<file path="src/hw/rtl/mpi_pkg.sv">
// Package for the modular power and inverse block: field widths, op codes,
// microcode word layout and the microcode program.
// No dependencies.
`default_nettype none

package mpi_pkg;

	localparam int MOD_WIDTH_DEF = 31;
	localparam int EXP_WIDTH_DEF = 63;

	localparam int OPV_W  = 1;
	localparam int BASE_W = 63;
	localparam int EXPV_W = 63;
	localparam int MODV_W = 31;
	localparam int RES_W  = 31;

	localparam logic [OPV_W-1:0] OP_POW = 1'b0;
	localparam logic [OPV_W-1:0] OP_INV = 1'b1;

	localparam int PC_W = 5;

	typedef enum logic [3:0] {
		DP_IDLE,
		DP_NOP,
		DP_BRED,
		DP_NORM,
		DP_SETUP,
		DP_MUDIV,
		DP_MULP,
		DP_MULQ,
		DP_MULR,
		DP_SUBR,
		DP_FIX,
		DP_FIN
	} dp_op_t;

	typedef enum logic [2:0] {
		C_NEXT,
		C_JUMP,
		C_IDLE,
		C_SMALL,
		C_LOOP,
		C_NORM,
		C_TEST,
		C_OUT
	} cond_t;

	typedef enum logic {
		DST_ACC,
		DST_SQ
	} dst_t;

	typedef struct packed {
		dp_op_t          op;
		cond_t           cond;
		dst_t            dst;
		logic [PC_W-1:0] target;
	} ucw_t;

	typedef struct packed {
		logic in_fire;
		logic m_small;
		logic m_norm;
		logic cnt_last;
		logic e_zero;
		logic e_lsb;
		logic out_free;
	} seq_st_t;

	localparam logic [PC_W-1:0] ADDR_IDLE  = 5'd0;
	localparam logic [PC_W-1:0] ADDR_CHK   = 5'd1;
	localparam logic [PC_W-1:0] ADDR_BRED  = 5'd2;
	localparam logic [PC_W-1:0] ADDR_NORM  = 5'd3;
	localparam logic [PC_W-1:0] ADDR_SETUP = 5'd4;
	localparam logic [PC_W-1:0] ADDR_MU    = 5'd5;
	localparam logic [PC_W-1:0] ADDR_TEST  = 5'd6;
	localparam logic [PC_W-1:0] ADDR_A1    = 5'd7;
	localparam logic [PC_W-1:0] ADDR_A2    = 5'd8;
	localparam logic [PC_W-1:0] ADDR_A3    = 5'd9;
	localparam logic [PC_W-1:0] ADDR_A4    = 5'd10;
	localparam logic [PC_W-1:0] ADDR_A5    = 5'd11;
	localparam logic [PC_W-1:0] ADDR_S1    = 5'd12;
	localparam logic [PC_W-1:0] ADDR_S2    = 5'd13;
	localparam logic [PC_W-1:0] ADDR_S3    = 5'd14;
	localparam logic [PC_W-1:0] ADDR_S4    = 5'd15;
	localparam logic [PC_W-1:0] ADDR_S5    = 5'd16;
	localparam logic [PC_W-1:0] ADDR_FIN   = 5'd17;

	function automatic ucw_t uw(input dp_op_t o, input cond_t c, input dst_t d,
		input logic [PC_W-1:0] t);
		ucw_t w;
		w.op = o;
		w.cond = c;
		w.dst = d;
		w.target = t;
		return w;
	endfunction

	function automatic ucw_t ucode(input logic [PC_W-1:0] a);
		ucw_t w;
		unique case (a)
			ADDR_IDLE:  w = uw(DP_IDLE,  C_IDLE,  DST_ACC, ADDR_IDLE);
			ADDR_CHK:   w = uw(DP_NOP,   C_SMALL, DST_ACC, ADDR_FIN);
			ADDR_BRED:  w = uw(DP_BRED,  C_LOOP,  DST_ACC, ADDR_BRED);
			ADDR_NORM:  w = uw(DP_NORM,  C_NORM,  DST_ACC, ADDR_NORM);
			ADDR_SETUP: w = uw(DP_SETUP, C_NEXT,  DST_ACC, ADDR_IDLE);
			ADDR_MU:    w = uw(DP_MUDIV, C_LOOP,  DST_ACC, ADDR_MU);
			ADDR_TEST:  w = uw(DP_NOP,   C_TEST,  DST_ACC, ADDR_S1);
			ADDR_A1:    w = uw(DP_MULP,  C_NEXT,  DST_ACC, ADDR_IDLE);
			ADDR_A2:    w = uw(DP_MULQ,  C_NEXT,  DST_ACC, ADDR_IDLE);
			ADDR_A3:    w = uw(DP_MULR,  C_NEXT,  DST_ACC, ADDR_IDLE);
			ADDR_A4:    w = uw(DP_SUBR,  C_NEXT,  DST_ACC, ADDR_IDLE);
			ADDR_A5:    w = uw(DP_FIX,   C_NEXT,  DST_ACC, ADDR_IDLE);
			ADDR_S1:    w = uw(DP_MULP,  C_NEXT,  DST_SQ,  ADDR_IDLE);
			ADDR_S2:    w = uw(DP_MULQ,  C_NEXT,  DST_SQ,  ADDR_IDLE);
			ADDR_S3:    w = uw(DP_MULR,  C_NEXT,  DST_SQ,  ADDR_IDLE);
			ADDR_S4:    w = uw(DP_SUBR,  C_NEXT,  DST_SQ,  ADDR_IDLE);
			ADDR_S5:    w = uw(DP_FIX,   C_JUMP,  DST_SQ,  ADDR_TEST);
			ADDR_FIN:   w = uw(DP_FIN,   C_OUT,   DST_ACC, ADDR_IDLE);
			default:    w = uw(DP_IDLE,  C_JUMP,  DST_ACC, ADDR_IDLE);
		endcase
		return w;
	endfunction

endpackage

`default_nettype wire

</file>
<file path="src/hw/rtl/mpi_seq.sv">
// Microcode sequencer: step counter, program ROM and branch logic.
// Depends on mpi_pkg for the control word, status struct and program.
`default_nettype none

module mpi_seq (
	input  wire logic            clk,
	input  wire logic            arst_n,
	input  wire mpi_pkg::seq_st_t st,
	output mpi_pkg::ucw_t        cw
);
	import mpi_pkg::*;

	logic [PC_W-1:0] pc_q;
	logic [PC_W-1:0] pc_inc;
	logic [PC_W-1:0] pc_nx;

	assign cw     = ucode(pc_q);
	assign pc_inc = pc_q + PC_W'(1);

	always_comb begin
		unique case (cw.cond)
			C_NEXT:  pc_nx = pc_inc;
			C_JUMP:  pc_nx = cw.target;
			C_IDLE:  pc_nx = st.in_fire ? pc_inc : pc_q;
			C_SMALL: pc_nx = st.m_small ? cw.target : pc_inc;
			C_LOOP:  pc_nx = st.cnt_last ? pc_inc : pc_q;
			C_NORM:  pc_nx = st.m_norm ? pc_inc : pc_q;
			C_TEST: begin
				if (st.e_zero)
					pc_nx = ADDR_FIN;
				else if (!st.e_lsb)
					pc_nx = cw.target;
				else
					pc_nx = pc_inc;
			end
			C_OUT:   pc_nx = st.out_free ? cw.target : pc_q;
			default: pc_nx = ADDR_IDLE;
		endcase
	end

	always_ff @(posedge clk or negedge arst_n) begin
		if (!arst_n)
			pc_q <= ADDR_IDLE;
		else
			pc_q <= pc_nx;
	end

endmodule

`default_nettype wire

</file>
<file path="src/hw/rtl/modular_power_and_inverse.sv">
// Modular power and Fermat inverse by right-to-left square-and-multiply,
// microcoded datapath with one shared multiplier and Barrett reduction.
// Depends on mpi_pkg and mpi_seq.
//
//   channel  handshake            words
//   in       in_valid / in_stall  op, base_value, exponent_value, modulus_value
//   out      out_valid / out_stall result_value
//
// Steps per word: accept, modulus check, base reduction (one bit a cycle),
// modulus normalization, setup, reciprocal division, then per exponent bit
// up to its highest set bit a multiply (only when the bit is set) and a square,
// then the final exponent test and the hand-off; the shared multiplier and
// the step-by-step program set the pace.
// A modulus below two skips straight to the hand-off.
// Reset clears the step counter and the output valid; no clearing pass.
// The next word is taken once the previous result sits in the output
// register, which holds it under out_stall.
`default_nettype none

module modular_power_and_inverse #(
	parameter int MOD_WIDTH = mpi_pkg::MOD_WIDTH_DEF,
	parameter int EXP_WIDTH = mpi_pkg::EXP_WIDTH_DEF
) (
	input  wire logic                        clk,
	input  wire logic                        arst_n,
	input  wire logic                        in_valid,
	output logic                             in_stall,
	input  wire logic [mpi_pkg::OPV_W-1:0]   op,
	input  wire logic [mpi_pkg::BASE_W-1:0]  base_value,
	input  wire logic [mpi_pkg::EXPV_W-1:0]  exponent_value,
	input  wire logic [mpi_pkg::MODV_W-1:0]  modulus_value,
	output logic                             out_valid,
	input  wire logic                        out_stall,
	output logic [mpi_pkg::RES_W-1:0]        result_value
);
	import mpi_pkg::*;

	localparam int K     = MOD_WIDTH;
	localparam int EW    = (EXP_WIDTH > MOD_WIDTH) ? EXP_WIDTH : MOD_WIDTH;
	localparam int SW    = $clog2(K);
	localparam int CNT_W = $clog2(BASE_W + 1);

	ucw_t    cw;
	seq_st_t st;

	logic [K-1:0]     m_q;
	logic [SW-1:0]    s_q;
	logic [K:0]       r_q;
	logic [BASE_W-1:0] n_q;
	logic [K+1:0]     mu_q;
	logic [CNT_W-1:0] cnt_q;
	logic [EW-1:0]    e_q;
	logic [K-1:0]     acc_q;
	logic [K-1:0]     sq_q;
	logic [2*K+2:0]   prod_q;
	logic [K+1:0]     plo_q;
	logic [K+1:0]     red_q;
	logic             out_valid_q;
	logic [RES_W-1:0] out_res_q;

	logic             in_fire;
	logic             div_in;
	logic [K:0]       div_t;
	logic             div_ge;
	logic [K:0]       div_nx;
	logic [K-1:0]     mul_src;
	logic [K:0]       mul_x;
	logic [K+1:0]     mul_y;
	logic [2*K+2:0]   mul_p;
	logic [K+1:0]     sub_v;
	logic [K+1:0]     fix_m1;
	logic [K+1:0]     fix_m2;
	logic [K-1:0]     fix_v;
	logic [K-1:0]     m_in;
	logic [K-1:0]     m_in_less2;

	mpi_seq u_seq (
		.clk    (clk),
		.arst_n (arst_n),
		.st     (st),
		.cw     (cw)
	);

	assign in_stall = (cw.op != DP_IDLE);
	assign in_fire  = in_valid && !in_stall;

	assign st.in_fire  = in_fire;
	assign st.m_small  = (m_q[K-1:1] == '0);
	assign st.m_norm   = m_q[K-1];
	assign st.cnt_last = (cnt_q == CNT_W'(1));
	assign st.e_zero   = (e_q == '0);
	assign st.e_lsb    = e_q[0];
	assign st.out_free = !out_valid_q || !out_stall;

	assign m_in       = modulus_value[K-1:0];
	assign m_in_less2 = m_in - K'(2);

	assign div_in = (cw.op == DP_BRED) ? n_q[BASE_W-1] : 1'b0;
	assign div_t  = {r_q[K-1:0], div_in};
	assign div_ge = (div_t >= {1'b0, m_q});
	assign div_nx = div_ge ? (div_t - {1'b0, m_q}) : div_t;

	assign mul_src = (cw.dst == DST_ACC) ? acc_q : sq_q;

	always_comb begin
		unique case (cw.op)
			DP_MULP: begin
				mul_x = {1'b0, mul_src >> s_q};
				mul_y = {2'b00, sq_q};
			end
			DP_MULQ: begin
				mul_x = prod_q[2*K-1:K-1];
				mul_y = mu_q;
			end
			DP_MULR: begin
				mul_x = {1'b0, prod_q[2*K:K+1]};
				mul_y = {2'b00, m_q};
			end
			default: begin
				mul_x = '0;
				mul_y = '0;
			end
		endcase
	end

	assign mul_p = {{(K+2){1'b0}}, mul_x} * {{(K+1){1'b0}}, mul_y};

	assign sub_v  = plo_q - prod_q[K+1:0];
	assign fix_m1 = red_q - {2'b00, m_q};
	assign fix_m2 = red_q - {1'b0, m_q, 1'b0};

	always_comb begin
		if (red_q >= {1'b0, m_q, 1'b0})
			fix_v = fix_m2[K-1:0];
		else if (red_q >= {2'b00, m_q})
			fix_v = fix_m1[K-1:0];
		else
			fix_v = red_q[K-1:0];
	end

	always_ff @(posedge clk) begin
		if (in_fire) begin
			m_q   <= m_in;
			n_q   <= base_value;
			e_q   <= (op == OP_INV) ? EW'(m_in_less2) : EW'(exponent_value[EXP_WIDTH-1:0]);
			r_q   <= '0;
			s_q   <= '0;
			acc_q <= '0;
			cnt_q <= CNT_W'(BASE_W);
		end else begin
			unique case (cw.op) inside
				DP_BRED: begin
					r_q   <= div_nx;
					n_q   <= {n_q[BASE_W-2:0], 1'b0};
					cnt_q <= cnt_q - CNT_W'(1);
				end
				DP_NORM: begin
					if (!m_q[K-1]) begin
						m_q <= {m_q[K-2:0], 1'b0};
						r_q <= {r_q[K-1:0], 1'b0};
						s_q <= s_q + SW'(1);
					end
				end
				DP_SETUP: begin
					sq_q  <= r_q[K-1:0];
					acc_q <= {{(K-1){1'b0}}, 1'b1} << s_q;
					r_q   <= {3'b001, {(K-2){1'b0}}};
					cnt_q <= CNT_W'(K + 2);
				end
				DP_MUDIV: begin
					r_q   <= div_nx;
					mu_q  <= {mu_q[K:0], div_ge};
					cnt_q <= cnt_q - CNT_W'(1);
				end
				DP_MULP: begin
					prod_q <= mul_p;
					plo_q  <= mul_p[K+1:0];
				end
				DP_MULQ, DP_MULR: begin
					prod_q <= mul_p;
				end
				DP_SUBR: begin
					red_q <= sub_v;
				end
				DP_FIX: begin
					if (cw.dst == DST_ACC) begin
						acc_q <= fix_v;
					end else begin
						sq_q <= fix_v;
						e_q  <= e_q >> 1;
					end
				end
				default: begin
				end
			endcase
		end
	end

	always_ff @(posedge clk or negedge arst_n) begin
		if (!arst_n) begin
			out_valid_q <= 1'b0;
		end else begin
			if (cw.op == DP_FIN && st.out_free)
				out_valid_q <= 1'b1;
			else if (out_valid_q && !out_stall)
				out_valid_q <= 1'b0;
		end
	end

	always_ff @(posedge clk) begin
		if (cw.op == DP_FIN && st.out_free)
			out_res_q <= RES_W'(acc_q >> s_q);
	end

	assign out_valid    = out_valid_q;
	assign result_value = out_res_q;

	a_busy_after_accept: assert property (@(posedge clk) disable iff (!arst_n)
		in_fire |=> in_stall)
		else $error("block took a word but did not go busy");

	a_norm_done: assert property (@(posedge clk) disable iff (!arst_n)
		(cw.op == DP_SETUP) |-> m_q[K-1])
		else $error("modulus not normalized at setup");

	a_reduced: assert property (@(posedge clk) disable iff (!arst_n)
		(cw.op == DP_FIX) |-> (fix_v < m_q))
		else $error("reduction left a value not below the modulus");

	a_handoff: assert property (@(posedge clk) disable iff (!arst_n)
		(cw.op == DP_FIN && st.out_free) |=> (out_valid && !in_stall))
		else $error("result not handed to the output register");

endmodule

`default_nettype wire

</file>
<file path="config.mk">
export PLATFORM = sky130hd
export DESIGN_NAME = modular_power_and_inverse
export DESIGN_NICKNAME = d
export VERILOG_FILES = /design/src/hw/rtl/mpi_pkg.sv /design/src/hw/rtl/mpi_seq.sv /design/src/hw/rtl/modular_power_and_inverse.sv
export SDC_FILE = /design/constraint.sdc
export NUM_CORES = 2
export LEC_CHECK = 0
export ABC_AREA = 1
export BUFFER_PORTS_ARGS = -buffer_cell sky130_fd_sc_hd__buf_2
export CAP_MARGIN = 20
export CORE_UTILIZATION = 36
export CTS_BUF_LIST = sky130_fd_sc_hd__clkbuf_16
export CTS_CLUSTER_DIAMETER = 40
export DETAILED_ROUTE_END_ITERATION = 16
export PLACE_DENSITY = 0.59
export REMOVE_ABC_BUFFERS = 1
export SETUP_SLACK_MARGIN = 0.4
export SLEW_MARGIN = 40
export SYNTH_ARGS = -nofsm -noshare
export SYNTH_HDL_FRONTEND = slang
export SYNTH_SLANG_ARGS = --single-unit
</file>
<file path="constraint.sdc">
create_clock -name clk -period 10.92 [get_ports clk]
set_input_delay 2.184 -clock clk [delete_from_list [all_inputs] [get_ports clk]]
set_output_delay 2.184 -clock clk [all_outputs]
set_load 0.01 [all_outputs]
</file>
==> reports/metrics.yaml <==
die_w_um: 435
design_area_um2: 74800
placed_cell_area_um2: 71500
clk_latency_ns: 0.73
grt_pass1_vias: 61346
use_met1_pct: 38.1
final_cells: 11300
wire_per_inst_um: 24.8
root_buffer: "clkbuf_16"
clk_pin_slew_ns: 0.05
crit_type: "flip-flop to flip-flop"
layout_setup_ws_ns: 0.793
hold_viol: 0
core_um2: 186000
netlist_top_cells_area: "fa_1, edfxtp_1, nand2_1"
netlist.area_leader.share_pct: 27.5
synth_area_um2: 67500
finClkSkew_ns: 0.0484
cts_tree: "built"
synth-async-reset-ratio_pct: 1.30
ctsHoldBuffers: 0
fmax_mhz: 98.7
use_met2_pct: 46.0
synthTopCellsByCount: "nand2_1, inv_1, fa_1"
grtUsageMet3_pct: 5.35
cts_buffers: 87
area_growth_pct: 10.7
min_period_ns: 10.13
tightest_slew_ns: 0.916
ys_seq_elements: 460
relSlewSlack_pct: 38.3
fillers: 19230
post_drt_via_cell_ratio: 5.45
ys_warn_count: 0
p_leak_nw: 35.7
crit_path_end_kind: "flip-flop"
gp_congestion: 1.02
outcome: "complete, no violations"
synth_enable_flop_cells: 381
maxCapViolCount: 0
worstHoldPathType: "flip-flop to flip-flop"
path_max_fanout: 20
num_vias: 61538
setup_viol: 0
wl_mm: 281
hpwl_mm: 232
num_rows: 158
drc: 0
synth.avg_cell_area_um2: 7.84
utilization_pct: 40.2
drt-initial-drc-count: 6160
cts_buffer_depth: 3
pre_cts_ws_ns: 0.542
dieArea_um2: 189000
crit_arrival_ns: 10.60
whs_ns: 0.448
total_power_mw: 18.9
ir_worst_vdd_mv: 0.158
cpMaxStageDelayCell: "fa_1"
yosysTopAreaCell: "fa_1"
clkSinkCount: 460
io_pins: 195
top_usage_layer: "met2"
crit_top_cell: "fa_1"
critPathMaxStageDelay_ns: 0.58
synth-seq-area-share_pct: 19.3
grt_max_degree: 90
synth_cell_types: 69
pwr_density_cell_nw_per_um2: 253
cp.required_ns: 11.39
start_kind: "flip-flop"
slew_violations: 0
htree_levels: 3
synth.most_common_cell: "nand2_1"
fin_crit_sh_pct: 92.7
nets: 10223
rsz0062_at_grt: "false"
io_buffers: 194
grt_use_total_pct: 29.2
grt_first_pass_wirelength_mm: 410
setup_tns_ns: 0
syn_inst: 8610
antenna_left: 0
fp.dieH_um: 435
drtPass1Iterations: 8
antenna_found_initial: 12
drive_gt1_share_pct: 9.13
grt_overflow: 0
yosys_most_used_dff: "edfxtp_1"
initial_core_util_pct: 36.3
placed_cells_incl_taps: 11127
cells by family after synthesis:
kind of cell / after synthesis / share of synthesized area (%)
compound gates: 1298 / 11.2
xor+xnor: 153 / 1.98
fa+ha+maj: 1319 / 34.8
buf+inv: 2004 / 11.9
flops: 460 / 19.3
mux: 15 / 0.222
simple gates: 3361 / 20.6
final timing paths:
check | slack (ns) | to | start | cells past startpoint
min in group asynchronous | 1.37 | u_seq.pc_q[4]$_DFFE_PN0P_ | arst_n | 1
max in group asynchronous | 9.27 | u_seq.pc_q[3]$_DFFE_PN0P_ | arst_n | 1
min reg2reg | 0.45 | mu_q[19]$_DFFE_PP_ | mu_q[18]$_DFFE_PP_ | 0
max reg2reg | 0.79 | prod_q[57]$_DFFE_PP_ | u_seq.pc_q[1]$_DFFE_PN0P_ | 35
min | 0.45 | mu_q[19]$_DFFE_PP_ | mu_q[18]$_DFFE_PP_ | 0
max | 0.79 | prod_q[57]$_DFFE_PP_ | u_seq.pc_q[1]$_DFFE_PN0P_ | 35
state kept, by name, summed over array words and instances (netlist names):
name          cells
n_q              63
red_q            33
cnt_q             6
m_q              31
u_seq.pc_q        5
sq_q             31
out_valid         1
r_q              31
result_value     31
acc_q            31
mu_q             33
e_q              63
prod_q           63
s_q               5
plo_q            33
metal layers:
metal | up-vias | wire length, um
li1 | 27340 | -
met1 | 30509 | 114000
met2 | 3010 | 126000
met3 | 675 | 23900
met4 | 4 | 17100
met5 | - | 29
critical path, delay by kind of cell, from the launching register on:
family                     cells  cell delay [ns]
and+or+nand+nor               10             1.85
AOI/OAI and AO/OA              5             0.92
xor gates and xnor gates       1             0.15
buffers and inverters          9             1.45
adders and majority gates     10             4.99
DFF                            1             0.46
timing repair:
action	in CTS	in global routing
setup endpoints to repair	0	50
gates resized for setup	0	25
setup buffers	0	5
final cells by class:
cell class	instances	area, um^2	area share, %
flip-flops and latches	460	13100	17.5
repair buffers	401	2690	3.60
clock inverters	75	887	1.19
clock buffers	87	2180	2.91
multi-input cells	6146	46600	62.4
diodes	5	12.5	0.0167
inverters	1646	6200	8.29
well taps	2480	3100	4.15
power breakdown:
group,internal (mW),switching (mW)
logic,3.41,8.94
clock network,1.72,1.11
registers,3.15,0.610
total,8.29,10.7
cells in the final DEF, fill, tap and decap left out, types with 30 or more instances in the layout:
cell type / instances
a21o_1: 33
a21oi_1: 571
a21oi_2: 59
buf_2: 194
buf_4: 192
clkbuf_16: 87
dfxtp_1: 71
edfxtp_1: 381
fa_1: 929
ha_1: 389
inv_1: 1577
inv_2: 61
nand2_1: 1960
nand3_1: 492
nand4_1: 65
nor2_1: 651
nor3_1: 59
nor4_1: 34
o211ai_1: 30
o21ai_0: 368
o21bai_1: 30
o22ai_1: 32
xnor2_1: 55
xor2_1: 97
Power figures use the tool's default switching activity.
